[src/design/multi_alarm_minute_scheduler_assert.svh]
// Assertion macros shared by the scheduler's RTL files.
// MAMS_ASSERT checks a property outside reset; MAMS_ASSERT_ALWAYS checks it at every edge.
`ifndef MULTI_ALARM_MINUTE_SCHEDULER_ASSERT_SVH
`define MULTI_ALARM_MINUTE_SCHEDULER_ASSERT_SVH
`ifndef SYNTHESIS
`define MAMS_ASSERT(lbl, clk, rst_n, prop, msg) \
    lbl: assert property (@(posedge clk) disable iff (!rst_n) (prop)) else $error(msg);
`define MAMS_ASSERT_ALWAYS(lbl, clk, prop, msg) \
    lbl: assert property (@(posedge clk) (prop)) else $error(msg);
`else
`define MAMS_ASSERT(lbl, clk, rst_n, prop, msg)
`define MAMS_ASSERT_ALWAYS(lbl, clk, prop, msg)
`endif
`endif

[src/design/mams_pkg.sv]
`default_nettype none

package mams_pkg;

    localparam int DEF_MAX_ALARMS   = 16;
    localparam int MINUTES_PER_HOUR = 60;
    localparam int MINUTES_PER_DAY  = 60 * 24;
    localparam int SNOOZE_STEP      = 10;
    localparam int MAX_REPORTS      = 16;
    localparam int HOURS_MAX        = 31;

    localparam int MINUTE_W = 11;
    localparam int HOURS_W  = 5;
    localparam int MINS_W   = 6;
    localparam int SLOT_W   = 4;

    localparam logic [1:0] OP_ADD    = 2'd0;
    localparam logic [1:0] OP_TICK   = 2'd1;
    localparam logic [1:0] OP_SNOOZE = 2'd2;

    localparam logic KIND_ACK  = 1'b0;
    localparam logic KIND_TRIG = 1'b1;

    typedef struct packed {
        logic               snoozeable;
        logic [HOURS_W-1:0] hours;
        logic [MINS_W-1:0]  minutes;
    } t_entry;

    typedef struct packed {
        logic   match;
        t_entry snoozed;
    } t_calc;

endpackage

`default_nettype wire

[src/design/mams_ram.sv]
`default_nettype none

module mams_ram #(
    parameter int WIDTH = 12,
    parameter int DEPTH = 16
) (
    input  wire logic                                     i_clk,
    input  wire logic                                     i_wr_en,
    input  wire logic [(DEPTH > 1 ? $clog2(DEPTH) : 1)-1:0] i_wr_addr,
    input  wire logic [WIDTH-1:0]                         i_wr_data,
    input  wire logic                                     i_rd_en,
    input  wire logic [(DEPTH > 1 ? $clog2(DEPTH) : 1)-1:0] i_rd_addr,
    output logic      [WIDTH-1:0]                         o_rd_data
);

    logic [WIDTH-1:0] r_mem [DEPTH];

    always_ff @(posedge i_clk) begin
        if (i_wr_en) begin
            r_mem[i_wr_addr] <= i_wr_data;
        end
        if (i_rd_en) begin
            o_rd_data <= r_mem[i_rd_addr];
        end
    end

endmodule

`default_nettype wire

[src/design/mams_calc.sv]
`default_nettype none

module mams_calc (
    input  wire mams_pkg::t_entry               i_entry,
    input  wire logic [mams_pkg::MINUTE_W-1:0]  i_minute,
    output mams_pkg::t_calc                     o_calc
);

    import mams_pkg::*;

    logic [MINUTE_W-1:0] w_time;
    logic [6:0]          w_min_sum;
    logic                w_wrap;
    logic [6:0]          w_min_new;
    logic [5:0]          w_hour_sum;

    always_comb begin
        // hours * 60 as (hours * 64) - (hours * 4)
        w_time = MINUTE_W'({i_entry.hours, 6'b0}) - MINUTE_W'({i_entry.hours, 2'b0})
                 + MINUTE_W'(i_entry.minutes);

        w_min_sum  = 7'(i_entry.minutes) + 7'(SNOOZE_STEP);
        w_wrap     = (w_min_sum >= 7'(MINUTES_PER_HOUR));
        w_min_new  = w_wrap ? (w_min_sum - 7'(MINUTES_PER_HOUR)) : w_min_sum;
        w_hour_sum = 6'(i_entry.hours) + 6'(w_wrap);

        o_calc.match              = (w_time == i_minute);
        o_calc.snoozed.snoozeable = i_entry.snoozeable;
        o_calc.snoozed.minutes    = w_min_new[MINS_W-1:0];
        o_calc.snoozed.hours      = (w_hour_sum > 6'(HOURS_MAX)) ? HOURS_W'(HOURS_MAX)
                                                                 : w_hour_sum[HOURS_W-1:0];
    end

endmodule

`default_nettype wire

[src/design/multi_alarm_minute_scheduler.sv]
//  Channel   Direction  Handshake                   Payload
//  request   in         i_in_valid / o_in_stall     i_opcode .. i_snooze_yes
//  result    out        o_out_valid / i_out_stall   o_kind .. o_last
//
//  An add passes through S_ADD, a snooze through S_SNZ_RD and S_SNZ_WR; an ignored request stays idle.
//  A tick walks the alarm memory through its single read port, one entry per cycle while no
//  stall holds the walk; its last report is loaded as it goes from S_FLUSH back to idle.
//  A pending clear adds a walk of the list in S_CLEAR before the add or tick.
//  Reset is synchronous and active low; the alarm memory itself is never cleared.
//  A stalled result holds the output register and, where a further report is due, the walk.
`default_nettype none

`include "multi_alarm_minute_scheduler_assert.svh"

module multi_alarm_minute_scheduler #(
    parameter int MAX_ALARMS = mams_pkg::DEF_MAX_ALARMS
) (
    input  wire logic                               i_clk,
    input  wire logic                               i_rst_n,

    input  wire logic                               i_in_valid,
    output logic                                    o_in_stall,
    input  wire logic [1:0]                         i_opcode,
    input  wire logic                               i_new_type,
    input  wire logic [mams_pkg::HOURS_W-1:0]       i_new_hours,
    input  wire logic [mams_pkg::MINS_W-1:0]        i_new_minutes,
    input  wire logic [mams_pkg::SLOT_W-1:0]        i_position,
    input  wire logic                               i_snooze_yes,

    output logic                                    o_out_valid,
    input  wire logic                               i_out_stall,
    output logic                                    o_kind,
    output logic                                    o_list_full,
    output logic [mams_pkg::SLOT_W-1:0]             o_slot,
    output logic                                    o_alarm_kind,
    output logic [mams_pkg::HOURS_W-1:0]            o_hours,
    output logic [mams_pkg::MINS_W-1:0]             o_minutes,
    output logic                                    o_last
);

    import mams_pkg::*;

    // Index into the list, count of entries (which can reach the depth) and report count.
    localparam int IW = (MAX_ALARMS > 1) ? $clog2(MAX_ALARMS) : 1;
    localparam int CW = $clog2(MAX_ALARMS + 1);
    localparam int RW = $clog2(MAX_REPORTS + 1);
    localparam int EW = $bits(t_entry);

    typedef enum logic [2:0] {
        S_IDLE,
        S_CLEAR,
        S_ADD,
        S_TICK,
        S_FLUSH,
        S_SNZ_RD,
        S_SNZ_WR
    } t_state;

    t_state              r_state;
    logic [MINUTE_W-1:0] r_minute;
    logic [CW-1:0]       r_count;
    logic                r_clear;

    // Captured request.
    logic [1:0]          r_op;
    t_entry              r_new;
    logic [IW-1:0]       r_pos;

    // Memory walk used both by the clear pass and by a tick.
    logic [CW-1:0]       r_rd_idx;
    logic                r_dat_v;
    logic [IW-1:0]       r_dat_idx;
    logic [CW-1:0]       r_keep;

    // A tick report is held back one match so that the final one can carry the last mark.
    logic                r_pend_v;
    t_entry              r_pend;
    logic [SLOT_W-1:0]   r_pend_slot;
    logic [RW-1:0]       r_nrep;

    logic                r_out_valid;
    logic                r_out_kind;
    logic                r_out_full;
    logic [SLOT_W-1:0]   r_out_slot;
    t_entry              r_out_entry;
    logic                r_out_last;

    logic                w_rd_en;
    logic [IW-1:0]       w_rd_addr;
    logic                w_wr_en;
    logic [IW-1:0]       w_wr_addr;
    t_entry              w_wr_data;
    logic [EW-1:0]       w_rd_data;
    t_entry              w_q;
    t_calc               w_calc;

    logic                w_out_free;
    logic                w_out_load;
    logic                w_full;
    logic                w_hit;
    logic                w_adv;
    logic                w_walk_more;
    logic [7:0]          w_count_ext;
    logic [7:0]          w_dat_ext;
    logic [7:0]          w_pos_ext;
    logic [11:0]         w_min_inc;

    assign w_q = w_rd_data;

    mams_ram #(
        .WIDTH (EW),
        .DEPTH (MAX_ALARMS)
    ) u_ram (
        .i_clk     (i_clk),
        .i_wr_en   (w_wr_en),
        .i_wr_addr (w_wr_addr),
        .i_wr_data (w_wr_data),
        .i_rd_en   (w_rd_en),
        .i_rd_addr (w_rd_addr),
        .o_rd_data (w_rd_data)
    );

    // One shared unit compares the entry just read with the minute counter and also
    // forms its snoozed time for the write-back.
    mams_calc u_calc (
        .i_entry  (w_q),
        .i_minute (r_minute),
        .o_calc   (w_calc)
    );

    always_comb begin
        w_out_free  = !r_out_valid || !i_out_stall;
        w_full      = (r_count == CW'(MAX_ALARMS));
        w_hit       = r_dat_v && w_calc.match;
        // A second match cannot be taken while the held report has nowhere to go.
        w_adv       = !(w_hit && r_pend_v && !w_out_free);
        w_walk_more = (r_rd_idx < r_count);
        w_count_ext = 8'(r_count);
        w_dat_ext   = 8'(r_dat_idx);
        w_pos_ext   = 8'(i_position);
        w_min_inc   = 12'(r_minute) + 12'd1;

        w_rd_en    = 1'b0;
        w_rd_addr  = r_rd_idx[IW-1:0];
        w_wr_en    = 1'b0;
        w_wr_addr  = r_keep[IW-1:0];
        w_wr_data  = w_q;
        w_out_load = 1'b0;

        case (r_state)
            S_CLEAR: begin
                w_rd_en   = w_walk_more;
                // Survivors move down to the next free place; it never passes the read.
                w_wr_en   = r_dat_v && !w_q.snoozeable;
                w_wr_addr = r_keep[IW-1:0];
                w_wr_data = w_q;
            end
            S_ADD: begin
                w_wr_en    = w_out_free && !w_full;
                w_wr_addr  = r_count[IW-1:0];
                w_wr_data  = r_new;
                w_out_load = w_out_free;
            end
            S_TICK: begin
                w_rd_en    = w_adv && w_walk_more;
                w_out_load = w_adv && w_hit && r_pend_v;
            end
            S_FLUSH: begin
                w_out_load = r_pend_v && w_out_free;
            end
            S_SNZ_RD: begin
                w_rd_en   = 1'b1;
                w_rd_addr = r_pos;
            end
            S_SNZ_WR: begin
                w_wr_en   = w_q.snoozeable;
                w_wr_addr = r_pos;
                w_wr_data = w_calc.snoozed;
            end
            default: begin
            end
        endcase
    end

    assign o_in_stall = (r_state != S_IDLE);

    always_ff @(posedge i_clk) begin
        if (!i_rst_n) begin
            r_state     <= S_IDLE;
            r_minute    <= '0;
            r_count     <= '0;
            r_clear     <= 1'b0;
            r_dat_v     <= 1'b0;
            r_pend_v    <= 1'b0;
            r_nrep      <= '0;
            r_out_valid <= 1'b0;
        end else begin
            if (!i_out_stall && !w_out_load) begin
                r_out_valid <= 1'b0;
            end

            case (r_state)
                S_IDLE: begin
                    if (i_in_valid) begin
                        r_op               <= i_opcode;
                        r_new.snoozeable   <= i_new_type;
                        r_new.hours        <= i_new_hours;
                        r_new.minutes      <= i_new_minutes;
                        r_pos              <= w_pos_ext[IW-1:0];
                        r_rd_idx           <= '0;
                        r_dat_v            <= 1'b0;
                        r_keep             <= '0;
                        r_nrep             <= '0;
                        r_pend_v           <= 1'b0;
                        case (i_opcode)
                            OP_ADD: begin
                                r_state <= r_clear ? S_CLEAR : S_ADD;
                            end
                            OP_TICK: begin
                                r_state <= r_clear ? S_CLEAR : S_TICK;
                            end
                            OP_SNOOZE: begin
                                // Only a request that names a stored entry goes to memory.
                                if (i_snooze_yes && (w_pos_ext < w_count_ext)) begin
                                    r_state <= S_SNZ_RD;
                                end
                            end
                            default: begin
                            end
                        endcase
                    end
                end

                S_CLEAR: begin
                    if (w_rd_en) begin
                        r_rd_idx <= r_rd_idx + CW'(1);
                    end
                    r_dat_v <= w_rd_en;
                    if (w_wr_en) begin
                        r_keep <= r_keep + CW'(1);
                    end
                    if (!w_walk_more && !r_dat_v) begin
                        r_count  <= r_keep;
                        r_clear  <= 1'b0;
                        r_rd_idx <= '0;
                        r_state  <= (r_op == OP_ADD) ? S_ADD : S_TICK;
                    end
                end

                S_ADD: begin
                    if (w_out_free) begin
                        r_out_valid <= 1'b1;
                        r_out_kind  <= KIND_ACK;
                        r_out_full  <= w_full;
                        r_out_slot  <= w_full ? '0 : w_count_ext[SLOT_W-1:0];
                        r_out_entry <= r_new;
                        r_out_last  <= 1'b1;
                        if (!w_full) begin
                            r_count <= r_count + CW'(1);
                        end
                        r_state <= S_IDLE;
                    end
                end

                S_TICK: begin
                    if (w_adv) begin
                        if (w_rd_en) begin
                            r_rd_idx <= r_rd_idx + CW'(1);
                        end
                        r_dat_v   <= w_rd_en;
                        r_dat_idx <= r_rd_idx[IW-1:0];
                        if (w_hit) begin
                            if (r_pend_v) begin
                                r_out_valid <= 1'b1;
                                r_out_kind  <= KIND_TRIG;
                                r_out_full  <= 1'b0;
                                r_out_slot  <= r_pend_slot;
                                r_out_entry <= r_pend;
                                r_out_last  <= 1'b0;
                            end
                            r_pend_v    <= 1'b1;
                            r_pend      <= w_q;
                            r_pend_slot <= w_dat_ext[SLOT_W-1:0];
                            r_nrep      <= r_nrep + RW'(1);
                            // The report limit ends the walk; a read in flight is dropped.
                            if (r_nrep == RW'(MAX_REPORTS - 1)) begin
                                r_state <= S_FLUSH;
                            end
                        end else if (!w_walk_more && !r_dat_v) begin
                            r_state <= S_FLUSH;
                        end
                    end
                end

                S_FLUSH: begin
                    if (!r_pend_v || w_out_free) begin
                        if (r_pend_v) begin
                            r_out_valid <= 1'b1;
                            r_out_kind  <= KIND_TRIG;
                            r_out_full  <= 1'b0;
                            r_out_slot  <= r_pend_slot;
                            r_out_entry <= r_pend;
                            r_out_last  <= 1'b1;
                        end
                        r_pend_v <= 1'b0;
                        // The day wraps here and arms the clear for the next add or tick.
                        if (w_min_inc >= 12'(MINUTES_PER_DAY)) begin
                            r_minute <= '0;
                            r_clear  <= 1'b1;
                        end else begin
                            r_minute <= w_min_inc[MINUTE_W-1:0];
                        end
                        r_state <= S_IDLE;
                    end
                end

                S_SNZ_RD: begin
                    r_state <= S_SNZ_WR;
                end

                S_SNZ_WR: begin
                    r_state <= S_IDLE;
                end

                default: begin
                    r_state <= S_IDLE;
                end
            endcase
        end
    end

    assign o_out_valid  = r_out_valid;
    assign o_kind       = r_out_kind;
    assign o_list_full  = r_out_full;
    assign o_slot       = r_out_slot;
    assign o_alarm_kind = r_out_entry.snoozeable;
    assign o_hours      = r_out_entry.hours;
    assign o_minutes    = r_out_entry.minutes;
    assign o_last       = r_out_last;

    // Accesses are sequenced so that no write meets a read of the same entry.
    `MAMS_ASSERT(a_no_rw_clash, i_clk, i_rst_n, !(w_wr_en && w_rd_en && (w_wr_addr == w_rd_addr)), "memory read and write hit the same entry")
    `MAMS_ASSERT(a_count_bound, i_clk, i_rst_n, r_count <= CW'(MAX_ALARMS), "entry count beyond list depth")
    `MAMS_ASSERT(a_minute_bound, i_clk, i_rst_n, r_minute < MINUTE_W'(MINUTES_PER_DAY), "minute counter out of day")
    `MAMS_ASSERT(a_no_lost_report, i_clk, i_rst_n, (r_state == S_IDLE) |-> !r_pend_v, "held report left behind after a tick")
    `MAMS_ASSERT(a_report_limit, i_clk, i_rst_n, r_nrep <= RW'(MAX_REPORTS), "too many reports in one tick")

endmodule

`default_nettype wire
[config.mk]
export PLATFORM = sky130hd
export DESIGN_NAME = multi_alarm_minute_scheduler
export DESIGN_NICKNAME = d
export VERILOG_FILES = /design/src/design/mams_pkg.sv /design/src/design/mams_ram.sv /design/src/design/mams_calc.sv /design/src/design/multi_alarm_minute_scheduler.sv
export VERILOG_INCLUDE_DIRS = /design/src /design/src/design
export SDC_FILE = /design/constraint.sdc
export NUM_CORES = 1
export LEC_CHECK = 0
export BUFFER_PORTS_ARGS = -buffer_cell sky130_fd_sc_hd__buf_2
export CORE_UTILIZATION = 30
export CTS_BUF_LIST = sky130_fd_sc_hd__clkbuf_16
export DETAILED_ROUTE_END_ITERATION = 8
export MAX_ROUTING_LAYER = met4
export SYNTH_ARGS = -nofsm -noshare
export SYNTH_HDL_FRONTEND = slang
export SYNTH_SLANG_ARGS = --single-unit
[constraint.sdc]
create_clock -name i_clk -period 11 [get_ports i_clk]
set_input_delay 0.55 -clock i_clk [delete_from_list [all_inputs] [get_ports i_clk]]
set_output_delay 0.55 -clock i_clk [all_outputs]
set_load 0.02 [all_outputs]
==> impl_summary.txt, run 1 <==
----------------------------------------------------
[Yosys]
  Post-Synthesis Mean Instance Area ... roughly 14 um^2
  Post-synth EDFFs ... between 200 and 300
  Dominant register cell in the synthesized netlist ... sky130_fd_sc_hd__edfxtp_1
  Number of instances in the synthesized netlist ... roughly 1000
  Share of the synthesized area in the top cell type ... 59.88%
  Synth warn ... 0
  Most repeated cell in the gate-level netlist after synthesis ... sky130_fd_sc_hd__edfxtp_1
  Async S/R FF share, synth ... 0%
  Commonest cells post-synth ... 271 x sky130_fd_sc_hd__edfxtp_1, 89 x sky130_fd_sc_hd__nand2_1, 68 x sky130_fd_sc_hd__nor2_1
  Unique masters post-synth ... slightly above 70
  Flip-flop and latch count after synthesis ... between 200 and 300
  Summed instance area of the synthesized netlist ... roughly 0.014 mm^2
  Share of the yosys chip area belonging to registers ... approximately 64%
  Largest area contributor in the synthesized netlist ... sky130_fd_sc_hd__edfxtp_1
  Cell types with the largest area share after synthesis ... sky130_fd_sc_hd__edfxtp_1 60%, sky130_fd_sc_hd__mux4_2 8.0%, sky130_fd_sc_hd__dfxtp_1 4.1%
  Syn Nets ... ~1000

[Worst setup path]
  Cell family with the largest share of critical-path delay ... compound AO/OA/AOI/OAI gates
  Maximum fanout count along the critical path ... 16
  Data arrival, critical path ... 4.59 ns
  CP Class ... register to register
  Critical Path Max Stage Delay ... slightly below 0.9 ns
  Cell mode on critical path ... sky130_fd_sc_hd__o21ai_0
  Cell at the slowest stage of the critical path ... sky130_fd_sc_hd__a22oi_1
  Setup crit start kind ... register
  Buffer and inverter count on the worst path ... 1
  Ordered list of cells on the worst path ... ha_1, xnor2_1, ha_1, a32oi_1, a21oi_1, o21ai_0, o21ai_0, ha_1, nand3_1, o21ai_0, inv_1, nand3_1, o21ai_0, a22oi_1
  CP required ... approximately 11 ns
  Critical Path Sink Type ... register

[Floorplanning]
  Initial standard-cell utilization of the core ... a little under a third
  Die Height ... around 210 um
  Boundary pin count ... 44
  Overall die area ... between 0.04 and 0.05 mm^2
  Die boundary width ... approximately 210 um
  Core Rows ... 77
  Placeable core region ... ~0.044 mm^2

[Power]
  Net Sw Power ... around 1300 uW
  Combinational power share ... approximately 28%
  Internal power consumption ... between 2000 and 2500 uW
  Ratio of total power to cell area ... ~240 mW/mm^2
  Leakage power summed over all cells ... between 0.005 and 0.006 uW
  Share of total power consumed by net switching ... 33.72%
  Worst supply voltage drop on vdd ... approximately 130 uV
  Clock power share ... between 20 and 30%
  Fraction of power consumed by sequential logic ... 42.3%

[STA]
  Pins Over Slew Limit ... 0
  Period minus WS final ... ~4.4 ns
  RSZ-0062 raised after global routing ... no
  Clock skew ... ~0.034 ns
  Period utilization ... 40.26%
  Least-Margin Pin Slew ... around 1.3 ns
  Hold WS ... around 0.20 ns
  Fin. Hold Viols ... 0
  Max Fclk ... between 200 and 250 MHz
  Relative slew slack ... around 10%
  Final-report setup violation count ... 0
  Setup total negative slack ... 0 ns

[Final layout]
  Antenna cell count ... 0
  Final net count ... roughly 1100
  Relative area change from synthesis to final layout ... 14.81%
  Fraction of final layout cells sized beyond drive strength 1 ... just under 20%

[Clock tree]
  CTS tree ... yes
  Resized cells post-CTS ... 0
  Worst-Skew Late Latency ... 0.54 ns
  H-tree depth ... 2
  Number of hold buffers added after CTS ... 0
  Clock root buffer ... sky130_fd_sc_hd__clkbuf_16
  TritonCTS Sinks ... between 200 and 300
  Number of buffers created by CTS ... 34
  Clock-pin transition on the worst setup and hold timing paths ... about 0.06 ns
  Setup Buffers After CTS ... 0
  Max clock buf depth ... 3

[Drt]
  Count of routing violations after the opening detailed-route iteration ... 839
  Detailed-route via count ... around 8500
  Number of optimization iterations in the first detailed-route pass ... 5
  Vias per cell ... between 5 and 6
  Post-DRT Antenna Nets ... 0
  WL/cell ... roughly 21 um
  DRC Markers ... 0
  Detailed-route wire length ... between 30 and 40 mm

[Global routing]
  Global-route wire length before repair ... between 50 and 60 mm
  Antenna violations before repair ... 0
  Aggregate global routing overflow ... 0
  Pin count of the biggest net entering global routing ... between 40 and 50
  Overall track demand over capacity in global routing ... ~15%
  Vias in the first global route ... between 8000 and 9000

[Hold path]
  Classification of the worst-slack hold path ... primary input to register

[Place]
  Number of buffer cells added on primary ports ... between 40 and 50
  RePlAce Congestion ... 0.8365
  Detailed placement HPWL ... 21.30 mm

[Run]
  Reported max-cap violation count ... 0

[Run status]
  Run status ... complete, no violations

----------------------------------------------------
-- metal layers --
layer  vias to the layer above  track usage, %  share of wire [%]
met5                         -               -                  0
met4                         0           4.048                1.7
met3                        49           2.321                4.9
met2                       247           23.38                 47
met1                      4335           20.53                 47
li1                       3909               -                  -
-- worst paths after layout --
path / start / end / slack, ns / depth (start not counted)
min: i_new_hours[3] / r_new[9] / 0.20 / 1
max reg2reg: u_ram.o_rd_data[1] / u_ram.r_mem[3][8] / 6.57 / 14
min reg2reg: r_dat_idx[3] / r_pend_slot[3] / 0.43 / 0
max: u_ram.o_rd_data[1] / u_ram.r_mem[3][8] / 6.57 / 14
-- kinds of logic after synthesis --
kind of cell,share of synthesized area [%]
flip-flops,64.01
AND/OR/NAND/NOR,9.972
XOR/XNOR,1.225
AO/OA/AOI/OAI,9.475
multiplexers,10.26
adder cells (fa/ha/maj),2.578
buffers and inverters,2.486
-- state kept, by name, summed over array words and instances (netlist names), 5 cells and up --
| register | count |
|---|---|
| u_ram.r_mem | 192 |
| r_new | 12 |
| r_pend | 12 |
| u_ram.o_rd_data | 12 |
| r_minute | 11 |
| o_minutes | 6 |
| o_hours | 5 |
| r_count | 5 |
| r_keep | 5 |
| r_nrep | 5 |
| r_rd_idx | 5 |
-- layout by cell type, fill, tap and decap left out, types with 20 or more instances in the layout --
master,Yosys,final
sky130_fd_sc_hd__a21oi_1,42,41
sky130_fd_sc_hd__a31oi_1,20,20
sky130_fd_sc_hd__buf_2,10,43
sky130_fd_sc_hd__clkbuf_16,0,34
sky130_fd_sc_hd__dfxtp_1,28,28
sky130_fd_sc_hd__edfxtp_1,271,271
sky130_fd_sc_hd__ha_1,28,28
sky130_fd_sc_hd__inv_1,25,29
sky130_fd_sc_hd__mux4_2,48,48
sky130_fd_sc_hd__nand2_1,89,89
sky130_fd_sc_hd__nand3_1,28,28
sky130_fd_sc_hd__nor2_1,68,54
sky130_fd_sc_hd__o21ai_0,47,47
-- area by class of cell --
| class | count | area [um^2] |
|---|---|---|
| Clock buffer | 34 | 850.8 |
| Clock inverter | 26 | 219.0 |
| Fill cell | 4195 | 28810 |
| Inverter | 27 | 101.3 |
| Multi-Input combinational cell | 599 | 4642 |
| Sequential cell | 299 | 8698 |
| Tap cell | 592 | 740.7 |
| Timing Repair Buffer | 61 | 350.3 |
-- per-stage QoR --
stage / utilization (%) / instances / worst slack, ns / instance area [um^2] / power, uW
4_1_cts: 35.13 / 1638 / 6.586 / 15600 / 3780
2_1_floorplan: - / 975 / 6.721 / 13590 / 2336
6_report: 35.13 / 1638 / 6.572 / 15600 / 3758
3_5_place_dp: 32.72 / 1578 / 6.669 / 14530 / 2685
3_3_place_gp: 32.72 / 1578 / 6.701 / 14530 / 2671
5_1_grt: 35.13 / 1638 / 6.112 / 15600 / 3939
-- power groups by stage --
stage / Clock [uW] / Sequential (uW) / Combinational, uW
6_report: 1100 / 1590 / 1070
2_1_floorplan: 0 / 1570 / 761
3_3_place_gp: 0 / 1610 / 1060
4_1_cts: 1110 / 1590 / 1080
5_1_grt: 1160 / 1600 / 1180
3_5_place_dp: 0 / 1610 / 1070
(Power assumes the default switching activity.)
==> run 2, diff against run 1 <==
- clock period: 11 -> 4.6 ns (I/O delays scaled with it)
==> run 2 against run 1 <==
Sequential share of layout area down 1.0 points. Non-clock buffer count up 38. Total power up 140%. Critical endpoint is now u_ram.r_mem[0][9]. Largest power group unchanged.
==> impl_summary.txt, run 2 (synthesis results as in run 1) <==
----------------------------------------------------
[STA]
  Period minus WS final ... 4.098 ns (-0.3307 ns)
  Period utilization ... 89.08% (+49 points)
  Least-Margin Pin Slew ... 1.212 ns (-0.1336 ns)
  RSZ-0062 raised after global routing ... no
  Max Fclk ... 244.0 MHz (+8.1%)
  Setup total negative slack ... 0 ns (unchanged)
  Pins Over Slew Limit ... 0 (unchanged)
  Clock skew ... 0.02153 ns (-0.01293 ns)
  Final-report setup violation count ... 0 (unchanged)
  Relative slew slack ... 19.18% (+8.9 points)
  Fin. Hold Viols ... 0 (unchanged)

[Final layout]
  Commonest non-fill, non-tap cell in the layout ... sky130_fd_sc_hd__edfxtp_1
  Antenna cell count ... 0 (unchanged)
  Fraction of final layout cells sized beyond drive strength 1 ... 19.11% (-0.58 points)
  Relative area change from synthesis to final layout ... 16.92%
  Final net count ... 1108 (+3.3%)
  Most used cells in the layout excluding fill and tap cells ... 271 x sky130_fd_sc_hd__edfxtp_1, 89 x sky130_fd_sc_hd__nand2_1, 67 x sky130_fd_sc_hd__nor2_1
  Register containing the most flip-flops in the final layout ... u_ram.r_mem
  Number of filler cells placed in the layout ... 4220 (+0.60%)
  Flip-flop count of the largest register, all copies and words added ... 192 (unchanged)

[Clock tree]
  Worst-Skew Late Latency ... 0.59 ns (+0.05 ns)
  Number of buffers created by CTS ... 31 (-8.8%)
  Setup Buffers After CTS ... 0 (unchanged)
  Max clock buf depth ... 3 (unchanged)
  TritonCTS Sinks ... 299 (unchanged)
  CTS tree ... yes
  Clock root buffer ... sky130_fd_sc_hd__clkbuf_16
  H-tree depth ... 1 (-1)
  Clock-pin transition on the worst setup and hold timing paths ... 0.06 ns (about the same)

[Hold path]
  Number of stages on the worst hold path ... 3 (+2)
  Classification of the worst-slack hold path ... primary input to register

[Drt]
  DRC Markers ... 0 (unchanged)
  WL/cell ... 19.47 um (-5.5%)
  Detailed-route wire length ... 32.52 mm (-3.6%)
  Vias per cell ... 5.086 (-2.5%)
  Detailed-route via count ... 8493 (-0.55%)
  Number of optimization iterations in the first detailed-route pass ... 5 (unchanged)
  Count of routing violations after the opening detailed-route iteration ... 739 (-12%)
  Post-DRT Antenna Nets ... 0 (unchanged)

[Power]
  Share of total power consumed by net switching ... 32.71% (-1.0 points)
  Total chip power ... 8957 uW (+140%)
  Combinational power share ... 29.6% (+1.1 points)
  Net Sw Power ... 2930 uW (+130%)
  Clock power share ... 28.2% (-0.9 points)
  Leakage power summed over all cells ... 0.005302 uW (+3.6%)
  Worst supply voltage drop on vdd ... 273.7 uV (+110%)
  Fraction of power consumed by sequential logic ... 42.2% (about the same)
  Ratio of total power to cell area ... 563.7 mW/mm^2 (+130%)
  Internal power consumption ... 6027 uW (+140%)

[Global routing]
  Overall track demand over capacity in global routing ... 14.61% (-0.46 points)
  Vias in the first global route ... 8410 (-0.21%)
  Aggregate global routing overflow ... 0 (unchanged)
  Antenna violations before repair ... 0 (unchanged)
  Global-route wire length before repair ... 50.78 mm (-1.8%)
  Pin count of the biggest net entering global routing ... 49 (unchanged)

[Floorplanning]
  Initial standard-cell utilization of the core ... 30.60% (unchanged)
  Placeable core region ... 0.04441 mm^2 (unchanged)
  Boundary pin count ... 44 (unchanged)
  Die Height ... 214.8 um (unchanged)
  Core Rows ... 77 (unchanged)
  Die boundary width ... 214.8 um (unchanged)
  Overall die area ... 0.04615 mm^2 (unchanged)

[Place]
  Number of buffer cells added on primary ports ... 43 (unchanged)
  Detailed placement HPWL ... 21.68 mm (+1.8%)
  RePlAce Congestion ... 0.8849 (+5.8%)

[Worst setup path]
  Critical Path Sink Type ... register
  Setup crit start kind ... register
  Worst R2R Path Depth ... 11 (-3)
  CP required ... 4.81 ns (-6.36 ns)
  Data arrival, critical path ... 4.30 ns (-0.29 ns)
  Maximum fanout count along the critical path ... 16 (unchanged)
  CP Class ... register to register

[Run status]
  Run status ... complete, no violations

[Run]
  Reported max-cap violation count ... 0 (unchanged)

----------------------------------------------------
run 2: cell count changes in the layout (fill, tap and decap cells not counted), sizes merged:
cell / change
inv: +3
bufinv: +3
buf: +20
dlygate4sd3: +18
clkbuf: -3
clkinv: -9
run 2: area by class of cell:
cell class,count,area (um^2),area share (%)
Sequential cell,299,8698,54.74
Timing Repair Buffer,99,718.2,4.520
Clock buffer,31,775.7,4.882
Clock inverter,23,245.2,1.543
Multi-Input combinational cell,599,4609,29.01
Inverter,27,101.3,0.6378
Tap cell,592,740.7,4.662
run 2: power by group through the flow:
stage	clock network, uW	logic (uW)	registers, uW
floorplan	0	1820	3770
global placement	0	2620	3830
detailed placement	0	2650	3830
CTS	2590	2670	3780
global route	2690	2940	3810
finish	2530	2650	3780
run 2: routing by layer:
| layer | global-route usage (%) | wire [um] | up-vias |
|---|---|---|---|
| met3 | 2.321 | 1437 | 51 |
| met2 | 22.47 | 14910 | 215 |
| li1 | - | - | 3974 |
| met5 | - | 0 | - |
| met1 | 19.97 | 15360 | 4253 |
| met4 | 4.048 | 810 | 0 |
run 2: worst paths after layout:
path | from | to | slack [ns]
max | u_ram.o_rd_data[1] | u_ram.r_mem[0][9] | 0.50
min | i_rst_n | r_state[1] | 0.06
max reg2reg | u_ram.o_rd_data[1] | u_ram.r_mem[0][9] | 0.50
min reg2reg | r_dat_idx[0] | r_pend_slot[0] | 0.43
run 2: repair_timing:
action / 4_1_cts / 5_1_grt
hold endpoints to repair: 18 / 0
hold buffers: 18 / 0
gates resized for setup: 0 / 0
run 2: worst max-delay path: stages (launching register included):
cell and delay [ns]:
sky130_fd_sc_hd__edfxtp_1 0.52, sky130_fd_sc_hd__ha_1 0.32, sky130_fd_sc_hd__xnor2_1 0.38, sky130_fd_sc_hd__ha_1 0.31, sky130_fd_sc_hd__a32oi_1 0.13, sky130_fd_sc_hd__a21oi_1 0.13
sky130_fd_sc_hd__o21ai_0 0.09, sky130_fd_sc_hd__o21ai_0 0.21, sky130_fd_sc_hd__ha_1 0.27, sky130_fd_sc_hd__nand3_1 0.13, sky130_fd_sc_hd__mux2_2 0.29, sky130_fd_sc_hd__a21oi_1 0.94
run 2: through the flow:
stage | instances | hold slack [ns] | setup WS (ns) | utilization (%) | area, um^2
5_1_grt | 1670 | 0.04919 | 0.1171 | 35.77 | 15890
4_1_cts | 1670 | 0.02430 | 0.5539 | 35.77 | 15890
3_3_place_gp | 1598 | 0.4024 | 0.6695 | 33.07 | 14690
6_report | 1670 | 0.06052 | 0.5024 | 35.77 | 15890
2_1_floorplan | 975 | 0.3289 | 0.3209 | - | 13590
3_5_place_dp | 1598 | 0.4081 | 0.5670 | 33.07 | 14690
==> run 3, diff against run 2 <==
- CORE_UTILIZATION: 30 -> 46
==> run 3 against run 2 <==
Final cell count down 12%. Non-clock buffer count rose by 3. Sequential share of layout area grew 0.89 points. Largest cell class unchanged. Largest power group unchanged.
==> impl_summary.txt, run 3 (synthesis results as in run 1) <==
----------------------------------------------------
[Floorplanning]
  Overall die area ... 0.03023 mm^2 (-34%)
  Placeable core region ... 0.02886 mm^2 (-35%)
  Initial standard-cell utilization of the core ... 47.09% (+16 points)
  Core Rows ... 62 (-19%)
  Die boundary width ... 173.9 um (-19%)
  Boundary pin count ... 44 (unchanged)
  Die Height ... 173.9 um (-19%)

[Drt]
  Post-DRT Antenna Nets ... 0 (unchanged)
  WL/cell ... 21.03 um (+8.0%)
  Count of routing violations after the opening detailed-route iteration ... 736 (-0.41%)
  Vias per cell ... 5.756 (+13%)
  Detailed-route via count ... 8473 (-0.24%)
  Number of optimization iterations in the first detailed-route pass ... 5 (unchanged)
  Detailed-route wire length ... 30.96 mm (-4.8%)
  DRC Markers ... 0 (unchanged)

[Worst setup path]
  Critical Path Sink Type ... register
  Ordered list of cells on the worst path ... ha_1, xnor2_1, ha_1, a32oi_1, o21ai_0, ha_1, nand3_1, o21ai_0, inv_1, nand3_1, o21ai_0, a22oi_1, buf_4
  Buffer and inverter count on the worst path ... 2 (+2)
  Critical Path Max Stage Delay ... 0.52 ns (-0.42 ns)
  Cell at the slowest stage of the critical path ... sky130_fd_sc_hd__edfxtp_1
  Cell family with the largest share of critical-path delay ... compound AO/OA/AOI/OAI gates
  CP required ... 4.96 ns (+0.15 ns)
  Data arrival, critical path ... 4.15 ns (-0.15 ns)
  Maximum fanout count along the critical path ... 16 (unchanged)
  Setup crit start kind ... register
  CP Class ... register to register

[Global routing]
  Overall track demand over capacity in global routing ... 21.52% (+6.9 points)
  Pin count of the biggest net entering global routing ... 49 (unchanged)
  Aggregate global routing overflow ... 0 (unchanged)
  Antenna violations before repair ... 0 (unchanged)
  Global-route wire length before repair ... 48.70 mm (-4.1%)
  Vias in the first global route ... 8335 (-0.89%)

[STA]
  Relative slew slack ... 31.20% (+12 points)
  RSZ-0062 raised after global routing ... no
  Fin. Hold Viols ... 0 (unchanged)
  Max Fclk ... 264.0 MHz (+8.2%)
  Final setup margin ... 0.8118 ns (+0.3093 ns)
  Setup total negative slack ... 0 ns (unchanged)
  Final-report setup violation count ... 0 (unchanged)
  Pins Over Slew Limit ... 0 (unchanged)
  Least-Margin Pin Slew ... 1.012 ns (-0.2003 ns)
  Period minus WS final ... 3.788 ns (-0.3093 ns)
  Clock skew ... 0.01567 ns (-0.005855 ns)
  Period utilization ... 82.35% (-6.7 points)

[Final layout]
  Flip-flop count of the largest register, all copies and words added ... 192 (unchanged)
  Final net count ... 1114 (+0.54%)
  Post-Layout Inst Area ... 0.01564 mm^2 (-1.6%)
  Register containing the most flip-flops in the final layout ... u_ram.r_mem
  Relative area change from synthesis to final layout ... 15.06%
  Antenna cell count ... 0 (unchanged)
  Fraction of final layout cells sized beyond drive strength 1 ... 19.39% (+0.28 points)
  Commonest non-fill, non-tap cell in the layout ... sky130_fd_sc_hd__edfxtp_1
  Post-layout instance count excluding filler cells ... 1472 (-12%)
  Final core area utilization ... 54.18% (+18 points)
  Most used cells in the layout excluding fill and tap cells ... 271 x sky130_fd_sc_hd__edfxtp_1, 89 x sky130_fd_sc_hd__nand2_1, 67 x sky130_fd_sc_hd__nor2_1

[Clock tree]
  Resized cells post-CTS ... 0 (unchanged)
  Worst-Skew Late Latency ... 0.52 ns (-0.07 ns)
  Clock root buffer ... sky130_fd_sc_hd__clkbuf_16
  TritonCTS Sinks ... 299 (unchanged)
  Max clock buf depth ... 3 (unchanged)
  Number of buffers created by CTS ... 34 (+9.7%)
  Clock-pin transition on the worst setup and hold timing paths ... 0.06 ns (about the same)
  CTS tree ... yes
  H-tree depth ... 2 (+1)
  Setup Buffers After CTS ... 0 (unchanged)

[Hold path]
  Classification of the worst-slack hold path ... primary input to register

[Place]
  Detailed placement HPWL ... 20.69 mm (-4.6%)
  Worst slack, placed ... 0.9405 ns (+0.3735 ns)
  Number of buffer cells added on primary ports ... 43 (unchanged)
  Placement Cell Area ... 0.01442 mm^2 (-1.8%)
  Placed cells ... 1393 (-13%)
  RePlAce Congestion ... 0.8674 (-2.0%)

[Run status]
  Run status ... complete, no violations

[Power]
  Ratio of total power to cell area ... 568.0 mW/mm^2 (+0.77%)
  Leakage power summed over all cells ... 0.005323 uW (+0.40%)
  Worst supply voltage drop on vdd ... 322.4 uV (+18%)

[Run]
  Reported max-cap violation count ... 0 (unchanged)

----------------------------------------------------
==> run 3: cell types whose count changed in the layout (fill, tap and decap cells not counted), sizes merged <==
cell,delta
bufinv,-5
buf,+3
clkinvlp,+1
inv,+3
clkinv,+4
clkbuf,+4
==> run 3: path summary, 6_finish.rpt <==
check | startpoint | end | slack [ns] | cells past startpoint
setup / recovery | u_ram.o_rd_data[1] | u_ram.r_mem[12][8] | 0.81 | 13
setup reg to reg | u_ram.o_rd_data[1] | u_ram.r_mem[12][8] | 0.81 | 13
hold reg to reg | r_dat_idx[3] | r_pend_slot[3] | 0.42 | 0
hold / removal | i_rst_n | r_state[1] | 0.12 | 3
==> run 3: final cells by class <==
cell class / instances / area (um^2)
repair buffers: 102 / 715.7
fillers: 2449 / 13220
inverters: 27 / 101.3
clock inverters: 26 / 162.7
multi-input cells: 599 / 4602
flip-flops and latches: 299 / 8698
clock buffers: 35 / 875.8
well taps: 384 / 480.5
==> run 3: power by group <==
group / switching (uW) / total [uW] / internal (uW)
logic: 1660 / 2640 / 971
registers: 209 / 3770 / 3570
clock network: 1080 / 2470 / 1390
==> run 3: stage by stage <==
step	hold WS, ns	total power (uW)
2_1_floorplan	0.3289	5586
3_3_place_gp	0.4057	6435
3_5_place_dp	0.4045	6458
4_1_cts	0.08208	8958
5_1_grt	0.1084	9350
6_report	0.1172	8882
==> run 3: worst register-to-register path, delay by kind of cell, from the launching register on <==
| family | cells | cell delay (ns) |
|---|---|---|
| xor gates and xnor gates | 1 | 0.39 |
| AOI/OAI and AO/OA | 5 | 1.23 |
| buffers and inverters | 2 | 0.33 |
| and+or+nand+nor | 2 | 0.23 |
| DFF | 1 | 0.52 |
| adders and majority gates | 3 | 0.91 |
==> run 3: what timing repair did <==
item / 4_1_cts / 5_1_grt
hold buffers: 18 / 0
hold endpoints to repair: 18 / 0
setup endpoints to repair: 0 / 0
==> run 3: layer usage <==
metal	global-route usage, %	vias up	wire length [um]
met3	3.070	56	1526
met1	29.65	4196	14080
li1	-	3988	-
met2	33.02	233	14580
met5	-	-	0
met4	6.981	0	782
